<file path="src/sv/assert_macros.svh">
// ---------------------------------------------------------------------------
// assert_macros.svh
// Assertion shorthands for the RTL of this block.
// ---------------------------------------------------------------------------
`ifndef ASSERT_MACROS_SVH
`define ASSERT_MACROS_SVH

// The consequent must hold in the same cycle as the antecedent.
`define ASSERT_IMPLIES(label, ante, cons) \
   label: assert property (@(posedge clock) disable iff (reset) (ante) |-> (cons)) \
      else $error("assertion failed");

// The consequent must hold in the cycle after the antecedent.
`define ASSERT_NEXT(label, ante, cons) \
   label: assert property (@(posedge clock) disable iff (reset) (ante) |=> (cons)) \
      else $error("assertion failed");

`endif

</file>
<file path="src/sv/qsep_pkg.sv">
// ---------------------------------------------------------------------------
// qsep_pkg
// Types and fixed constants of the quartile spread epsilon update unit.
// ---------------------------------------------------------------------------
package qsep_pkg;

   localparam int VALUE_W = 32;
   localparam int OBJ_W   = 3;
   localparam int POP_W   = 9;
   localparam int MULT_W  = 32;
   localparam int EPS_W   = 32;
   localparam int CSR_IDX_W  = 2;
   localparam int CSR_DATA_W = 32;

   // Product is Q24.40; epsilon is Q16.16, so 24 fraction bits are dropped.
   localparam int PROD_W     = VALUE_W + MULT_W;
   localparam int PROD_SHIFT = 24;

   localparam logic [POP_W-1:0]  POP_SIZE_RESET   = 9'd100;
   localparam logic [MULT_W-1:0] MULTIPLIER_RESET = 32'd1678;
   localparam logic [EPS_W-1:0]  EPSILON_RESET    = 32'd7;

   localparam logic [CSR_IDX_W-1:0] CSR_POP_SIZE   = 2'd0;
   localparam logic [CSR_IDX_W-1:0] CSR_MULTIPLIER = 2'd1;
   localparam logic [CSR_IDX_W-1:0] CSR_LOWER_ONLY = 2'd2;

   typedef struct packed {
      logic signed [VALUE_W-1:0] objective_value;
      logic [OBJ_W-1:0]          objective_index;
   } req_word_type;

   typedef struct packed {
      logic [OBJ_W-1:0] result_objective;
      logic [EPS_W-1:0] epsilon_out;
      logic             applied;
   } rsp_word_type;

   // Command to the sorted chain: insert a new value, or move every
   // entry one place toward the head.
   typedef struct packed {
      logic insert;
      logic shift;
   } chain_cmd_type;

   typedef enum logic [2:0] {
      ST_IDLE,
      ST_LOAD,
      ST_SHIFT,
      ST_MULT,
      ST_FINISH
   } state_type;

endpackage

</file>
<file path="src/sv/qsep_eps_table.sv">
// ---------------------------------------------------------------------------
// qsep_eps_table
// Stored epsilon per objective, with a valid bit per entry for reset.
// ---------------------------------------------------------------------------
module qsep_eps_table #(
   parameter int DEPTH  = 8,
   parameter int ADDR_W = 3
) (
   input  logic                             clock,
   input  logic                             reset,
   input  logic [ADDR_W-1:0]                rd_addr,
   output logic [qsep_pkg::EPS_W-1:0]       rd_value,
   input  logic                             wr_en,
   input  logic [ADDR_W-1:0]                wr_addr,
   input  logic [qsep_pkg::EPS_W-1:0]       wr_data
);
   import qsep_pkg::*;

   logic [EPS_W-1:0] mem [DEPTH];
   logic             valid_ff [DEPTH];
   logic [EPS_W-1:0] rd_data_ff;
   logic             rd_valid_ff;

   always_ff @(posedge clock) begin
      if (wr_en) begin
         mem[wr_addr] <= wr_data;
      end
      rd_data_ff  <= mem[rd_addr];
      rd_valid_ff <= valid_ff[rd_addr];
   end

   always_ff @(posedge clock) begin
      if (reset) begin
         for (int j = 0; j < DEPTH; j++) begin
            valid_ff[j] <= 1'b0;
         end
      end else if (wr_en) begin
         valid_ff[wr_addr] <= 1'b1;
      end
   end

   // An entry never written since reset reads as the reset epsilon.
   assign rd_value = rd_valid_ff ? rd_data_ff : EPSILON_RESET;

endmodule

</file>
<file path="config.mk">
export PLATFORM = sky130hd
export DESIGN_NAME = qsep_eps_table
export DESIGN_NICKNAME = d
export VERILOG_FILES = /design/src/sv/assert_macros.svh /design/src/sv/qsep_pkg.sv /design/src/sv/qsep_eps_table.sv
export SDC_FILE = /design/constraint.sdc
export NUM_CORES = 1
export LEC_CHECK = 0
export BUFFER_PORTS_ARGS = -buffer_cell sky130_fd_sc_hd__buf_2
export CAP_MARGIN = 20
export CORE_MARGIN = 2
export CORE_UTILIZATION = 40
export DETAILED_ROUTE_END_ITERATION = 8
export SYNTH_ARGS = -nofsm -noshare
export SYNTH_HDL_FRONTEND = slang
export SYNTH_SLANG_ARGS = --single-unit
export TNS_END_PERCENT = 5
</file>
<file path="constraint.sdc">
create_clock -name clock -period 2 [get_ports clock]
set_input_delay 0.1 -clock clock [delete_from_list [all_inputs] [get_ports clock]]
set_output_delay 0.1 -clock clock [all_outputs]
set_load 0.05 [all_outputs]
</file>
==> run_results.csv, run 1 <==
group,metric,value,unit
worst_setup_path,setup.worst_path.class,"reg2out",
worst_setup_path,cp.buffers_inverters,2,
power_and_ir_drop,switchingPower,0.00269,W
floorplanning,die_h,169,um
sta,period_share,93.2,%
logic_synthesis,synth.net_count,524,
power_and_ir_drop,pwr-share-seq,51.2,%
logic_synthesis,ys_types,19,
logic_synthesis,syn_avg_cell_area,22.5,um2
power_and_ir_drop,switching_share,19.6,%
logic_synthesis,ys_ff_latch,297,
route,drcViolationCount,0,
route,first_pass_iters,4,
logic_synthesis,ys.flop_type,"edfxtp_1",
sta,worstMarginPinSlew,412,ps
worst_hold_path,whs_path_depth,3,
global_route,grt_max_degree,35,
sta,relSlewSlack,72.5,%
worst_setup_path,cp-start-kind,"register",
sta,setup_ws,136,ps
worst_setup_path,reg2reg_to,"rd_data_ff[29]",
route,wl_per_cell,20.6,um
sta,skew,10.3,ps
logic_synthesis,yosysSeqAreaShare,78.1,%
logic_synthesis,synth_top_family_by_area,"multiplexers",
route,num_vias,5038,
logic_synthesis,ys_top_cells_by_count,"edfxtp_1, mux4_2, dfxtp_1, mux2_2, and2_1",
worst_setup_path,timing.rr.start,"mem[6][29]",
logic_synthesis,synth_edf_count,256,
place,globalplace.congestion,0.701,
route,dr.first_iter.drc_count,289,
worst_setup_path,crit_path_max_incr_delay,510,ps
clock_network,clkLatencyLatePin,540,ps
sta,drv_slew,0,
floorplanning,die_x,169,um
power_and_ir_drop,power_density,1030,nW/um2
run_status,status,"completed",
clock_network,cts_root_buf,"clkbuf_16",
clock_network,cts_max_level,1,
sta,timing.hold.ws,148,ps
power_and_ir_drop,p_clk_share,43.1,%
logic_synthesis,async_flop_share,0,%
sta,finalCriticalPeriod,1860,ps
power_and_ir_drop,p_int,0.0111,W
finish,fillers,2198,
sta,setup_violations,0,
floorplanning,io_pins,73,
logic_synthesis,yosysMostFrequentCell,"edfxtp_1",
worst_setup_path,path_delay_family,"flip-flops",
clock_network,clk_pin_slew,60,ps
finish,drive_above_1_share,37.6,%
worst_setup_path,worstPathMaxFanout,27,
worst_setup_path,cp_data_arrival_time,1760,ps
place,io_buffers,72,
global_route,grt_pass1_vias,5544,
logic_synthesis,yosysTopAreaCell,"edfxtp_1",
sta,tns,0,ps
worst_setup_path,critPathRequiredTime,1900,ps
sta,hold_viol,0,
clock_network,cts.sinks,297,
worst_setup_path,rr_worst_depth,2,
route,drt_wl_total,20300,um
power_and_ir_drop,ir_drop,0.000723,V
place,placed_cells,891,
finish,num_antenna_cells,0,
logic_synthesis,synthMuxAreaShare,17.2,%
floorplanning,die_area,28600,um2
route,drtAntennaViolNets,0,
sta,rsz0062_at_grt,"false",
logic_synthesis,syn-cell-area,10900,um2
finish,nNetsFinal,663,
worst_setup_path,cpMaxStageDelayCell,"dfxtp_1",
place,pre_cts_ws,363,ps
floorplanning,start_util,40.5,%
worst_hold_path,hold_class,"in2reg",
logic_synthesis,synth_compound_area_share,0.402,%
power_and_ir_drop,power_frac_comb,5.7,%
finish,area_delta_synth_final,22.2,%
flow_run,maxCapViolCount,0,
global_route,grt_first_pass_wirelength,31800,um
worst_setup_path,crit_start,"rd_valid_ff",
worst_setup_path,reg2reg_slack,730,ps
worst_setup_path,cp_cell_sequence,"buf_12, and2_1, buf_2",
finish,multi_input_area,2210,um2
finish,register_area,8510,um2
global_route,antenna_found_initial,0,
global_route,overflow,0,
logic_synthesis,yosys.area_share.adder,0,%
global_route,grt_use_total,14.7,%
logic_synthesis,synthTopCellsByArea,"edfxtp_1, mux4_2, dfxtp_1, mux2_2, and2_1",
worst_setup_path,cp-end-kind,"primary output",
floorplanning,coreArea,26900,um2
clock_network,cts_tree,"done",
logic_synthesis,synth_cells,483,
clock_network,numCtsBuffers,29,
finish,instances_no_fill,985,
floorplanning,fp-row-count,60,
logic_synthesis,synth_xor_area_share,0,%
worst_setup_path,cp.depth,3,
place,dp_hpwl,11200,um
sta,fmaxAchievable,537,MHz
finish,utilization,49.5,%
power_and_ir_drop,p_leak,4.54,nW
clock_network,cts.path.max_buffers,3,
logic_synthesis,synth_simple_gate_area_share,2.62,%
worst_setup_path,cp-endpoint,"rd_value[31]",
logic_synthesis,synth_top_area_share,70.6,%
logic_synthesis,yosysWarnings,0,
route,viasPerCell,5.11,
flip-flops by register name, indices dropped and copies added, names as in the netlist:
register and cells:
mem 256, rd_data_ff 32, rd_valid_ff 1, valid_ff 8
stage by stage:
stage	instance area, um2	power (W)
4_1_cts	13300	0.0139
2_1_floorplan	10900	0.00762
6_report	13300	0.0138
5_1_grt	13300	0.0142
3_5_place_dp	11800	0.00791
3_3_place_gp	11800	0.00788
placed cells by master (no fill, tap or decap), drive strengths merged:
cell,count
dlygate4sd3,41
a21oi,7
mux2,33
or4b,1
bufinv,8
and2,29
nor2,2
mux4,66
clkbuf,30
buf,89
nand4bb,3
nand4b,3
edfxtp,256
inv,15
nand2,2
dfxtp,41
clkinvlp,5
a41oi,1
clkinv,9
nand2b,3
cell type report:
cell class / instances / share of cell area, %
Sequential cell: 297 / 63.9
Clock inverter: 23 / 2.44
Tap cell: 341 / 3.21
Multi-Input combinational cell: 150 / 16.6
Inverter: 14 / 0.395
Clock buffer: 30 / 5.56
Timing Repair Buffer: 130 / 7.91
worst reg2reg max path, stage by stage (launching register included):
cell	delay, ps
edfxtp_1	380
mux4_2	460
mux2_2	300
cells by family (layout without fill, tap and decap cells):
kind of cell           count (synthesis)  after routing
buffers and inverters                 36            197
muxes                                 99             99
DFF                                  297            297
and+or+nand+nor                       43             43
AOI/OAI and AO/OA                      8              8
how the worst min path moves through the flow:
stage                start        endpoint  slack (ps)
2_1_floorplan   wr_data[0]       mem[0][0]         200
3_5_place_dp   wr_data[22]      mem[2][22]         370
3_3_place_gp   wr_data[22]      mem[2][22]         360
4_1_cts         rd_addr[1]  rd_data_ff[20]         140
5_1_grt         rd_addr[1]  rd_data_ff[17]         150
6_report        rd_addr[1]   rd_data_ff[1]         150
metal layers:
layer	routed length [um]	vias up	global-route usage (%)
met5	0	-	0
met4	272	0	3.42
met3	1010	22	2.38
met2	10100	111	25.2
met1	8860	2660	19.8
li1	-	2245	-
power by group through the flow:
| stage | combinational [W] | sequential (W) | clock [W] |
|---|---|---|---|
| 3_3_place_gp | 0.000719 | 0.00716 | 0 |
| 2_1_floorplan | 0.000468 | 0.00715 | 0 |
| 5_1_grt | 0.000849 | 0.00706 | 0.00629 |
| 4_1_cts | 0.000802 | 0.00704 | 0.00606 |
| 6_report | 0.000782 | 0.00704 | 0.00594 |
| 3_5_place_dp | 0.000736 | 0.00717 | 0 |
repair_timing:
| item | 4_1_cts | 5_1_grt |
|---|---|---|
| buffers inserted | 0 | 0 |
| gates resized for setup | 0 | 0 |
| hold endpoints to repair | 264 | 0 |
| endpoints found under the setup margin | 0 | 0 |
| hold buffers | 41 | 0 |
No activity file was read; power rests on OpenSTA's default activity.
==> run 2: changes to the inputs <==
==> constraint.sdc (replaced) <==
create_clock -name clock -period 2 [get_ports clock]
set_input_delay 0.4 -clock clock [delete_from_list [all_inputs] [get_ports clock]]
set_output_delay 0.4 -clock clock [all_outputs]
set_load 0.05 [all_outputs]
==> run 2 against run 1 <==
  * Core utilization fell by 1.6 points
  * Die area unchanged
  * Largest power group unchanged
  * Critical path depth stayed put
  * Clock skew shrank 4.9 ps
  * Total power down 5.9%
  * Sequential share of layout area grew 2.2 points
  * Critical endpoint unchanged
  * Count of clock-buffer cells in the layout is 8 higher
  * Fmax down 4.3%
  * Clock power fell by 13%
==> run_results.csv, run 2 (synthesis gave the netlist of run 1 again) <==
group,metric,value,unit
run_status,status,"completed",
clock_network,clkLatencyLatePin,530,ps
clock_network,cts_setup_buffers,0,
floorplanning,die_h,169,um
worst_setup_path,cp_data_arrival_time,1550,ps
floorplanning,start_util,40.5,%
finish,multi_input_area,2210,um2
sta,period_share,97.3,%
floorplanning,die_area,28600,um2
floorplanning,fp-row-count,60,
worst_setup_path,setup.worst_path.class,"reg2out",
worst_hold_path,hold_class,"in2reg",
clock_network,cts_root_buf,"clkbuf_16",
route,drtAntennaViolNets,0,
finish,largest_register,"mem",
route,viasPerCell,5.13,
global_route,grt_pass1_vias,5406,
sta,fmaxAchievable,514,MHz
sta,timing.hold.ws,133,ps
worst_setup_path,reg2reg_to,"rd_data_ff[31]",
place,io_buffers,72,
clock_network,numCtsBuffers,30,
sta,worstMarginPinSlew,409,ps
finish,final_cell_mix,"edfxtp_1, buf_2, mux4_2, dfxtp_1, mux2_2",
flow_run,maxCapViolCount,0,
sta,drv_slew,0,
floorplanning,coreArea,26900,um2
sta,hold_viol,0,
power_and_ir_drop,p_leak,4.37,nW
place,globalplace.congestion,0.709,
worst_setup_path,worstPathMaxFanout,11,
clock_network,cts.path.max_buffers,3,
finish,fillers,2211,
worst_setup_path,reg2reg_slack,710,ps
global_route,antenna_found_initial,4,
worst_hold_path,worstHoldStart,"wr_data[24]",
sta,rsz0062_at_grt,"true",
route,drcViolationCount,0,
floorplanning,die_x,169,um
worst_setup_path,timing.rr.start,"mem[4][31]",
place,dp_hpwl,11900,um
route,wl_per_cell,21.2,um
finish,drive_above_1_share,39.5,%
worst_hold_path,hold_end,"mem[5][24]",
clock_network,cts.sinks,297,
floorplanning,io_pins,73,
route,num_vias,4887,
global_route,grt_first_pass_wirelength,30900,um
finish,largest_reg_flops,256,
clock_network,clk_pin_slew,60,ps
worst_hold_path,whs_path_depth,1,
global_route,grt_max_degree,33,
worst_setup_path,critPathRequiredTime,1600,ps
worst_setup_path,cp-start-kind,"register",
clock_network,cts_tree,"done",
route,drt_wl_total,20200,um
clock_network,hold_buffers,0,
sta,tns,0,ps
finish,register_area,8510,um2
sta,skew,5.37,ps
clock_network,cts_max_level,1,
sta,finalCriticalPeriod,1950,ps
route,dr.first_iter.drc_count,305,
global_route,grt_use_total,14.4,%
power_and_ir_drop,ir_drop,0.000517,V
finish,final_common_cell,"edfxtp_1",
worst_setup_path,cp-end-kind,"primary output",
worst_setup_path,rr_worst_depth,2,
finish,largestRegisters,"mem (256), rd_data_ff (32), valid_ff (8)",
finish,area_delta_synth_final,18.2,%
global_route,overflow,0,
sta,relSlewSlack,72.8,%
finish,nNetsFinal,628,
sta,setup_violations,0,
route,first_pass_iters,4,
power_and_ir_drop,power_density,1010,nW/um2
[run 2: cell count changes in the layout (fill, tap and decap cells not counted), moves of 3 or more]
cell,delta
buf_12,+5
bufinv_16,-7
clkbuf_1,+5
dlygate4sd3_1,-41
buf_2,-3
clkinv_1,+3
clkinv_2,+3
clkinvlp_4,-4
[run 2: worst max path at each step]
stage / to / start / depth (start not counted) / slack, ps
final: rd_value[31] / rd_valid_ff / 3 / 50
after floorplan: mem[0][0] / wr_addr[0] / 2 / -130
after CTS: rd_value[20] / rd_valid_ff / 3 / 10
after global placement: mem[0][17] / wr_addr[0] / 4 / 100
after detailed placement: mem[0][13] / wr_addr[0] / 4 / 80
after global routing: rd_value[31] / rd_valid_ff / 3 / -7
[run 2: layer usage]
| metal | share of wire (%) | vias up | GRT usage, % | wire, um |
|---|---|---|---|---|
| met5 | 0.10 | - | 0 | 21 |
| met4 | 1.5 | 4 | 3.27 | 307 |
| met3 | 4.5 | 35 | 3.04 | 911 |
| met2 | 49 | 95 | 24.2 | 9990 |
| met1 | 44 | 2579 | 19.4 | 9000 |
| li1 | - | 2174 | - | - |
[run 2: through the flow]
| step | utilization [%] | setup WS [ps] | total power, W | cells | cell area (um2) |
|---|---|---|---|---|---|
| global placement | 44.4 | 105 | 0.00788 | 896 | 11900 |
| CTS | 47.9 | 11.5 | 0.0131 | 951 | 12900 |
| global route | 47.9 | -6.92 | 0.0134 | 951 | 12900 |
| floorplan | - | -126 | 0.00762 | 483 | 10900 |
| finish | 47.9 | 53.2 | 0.0129 | 953 | 12900 |
| detailed placement | 44.4 | 81.5 | 0.00793 | 896 | 11900 |
[run 2: cell type report]
class	count	share of cell area, %
Antenna cell	2	0.0389
Clock buffer	38	6.38
Clock inverter	17	0.797
Inverter	14	0.408
Multi-Input combinational cell	150	17.1
Sequential cell	297	66.1
Tap cell	341	3.31
Timing Repair Buffer	94	5.86
[run 2: critical path, cell delays in order (launching register included)]
cell and delay, ps:
dfxtp_1 340, buf_4 190, and2_1 230, clkbuf_4 260
[run 2: power by group]
group	total, W	internal (W)	switching, W
Combinational	0.000739	0.000341	0.000398
Clock	0.00516	0.00301	0.00216
Sequential	0.00704	0.00698	0.0000595
[run 2: timing repair]
action	in CTS	in global routing
endpoints found under the hold margin	0	0
endpoints found under the setup margin	0	19
gates resized for setup	0	3
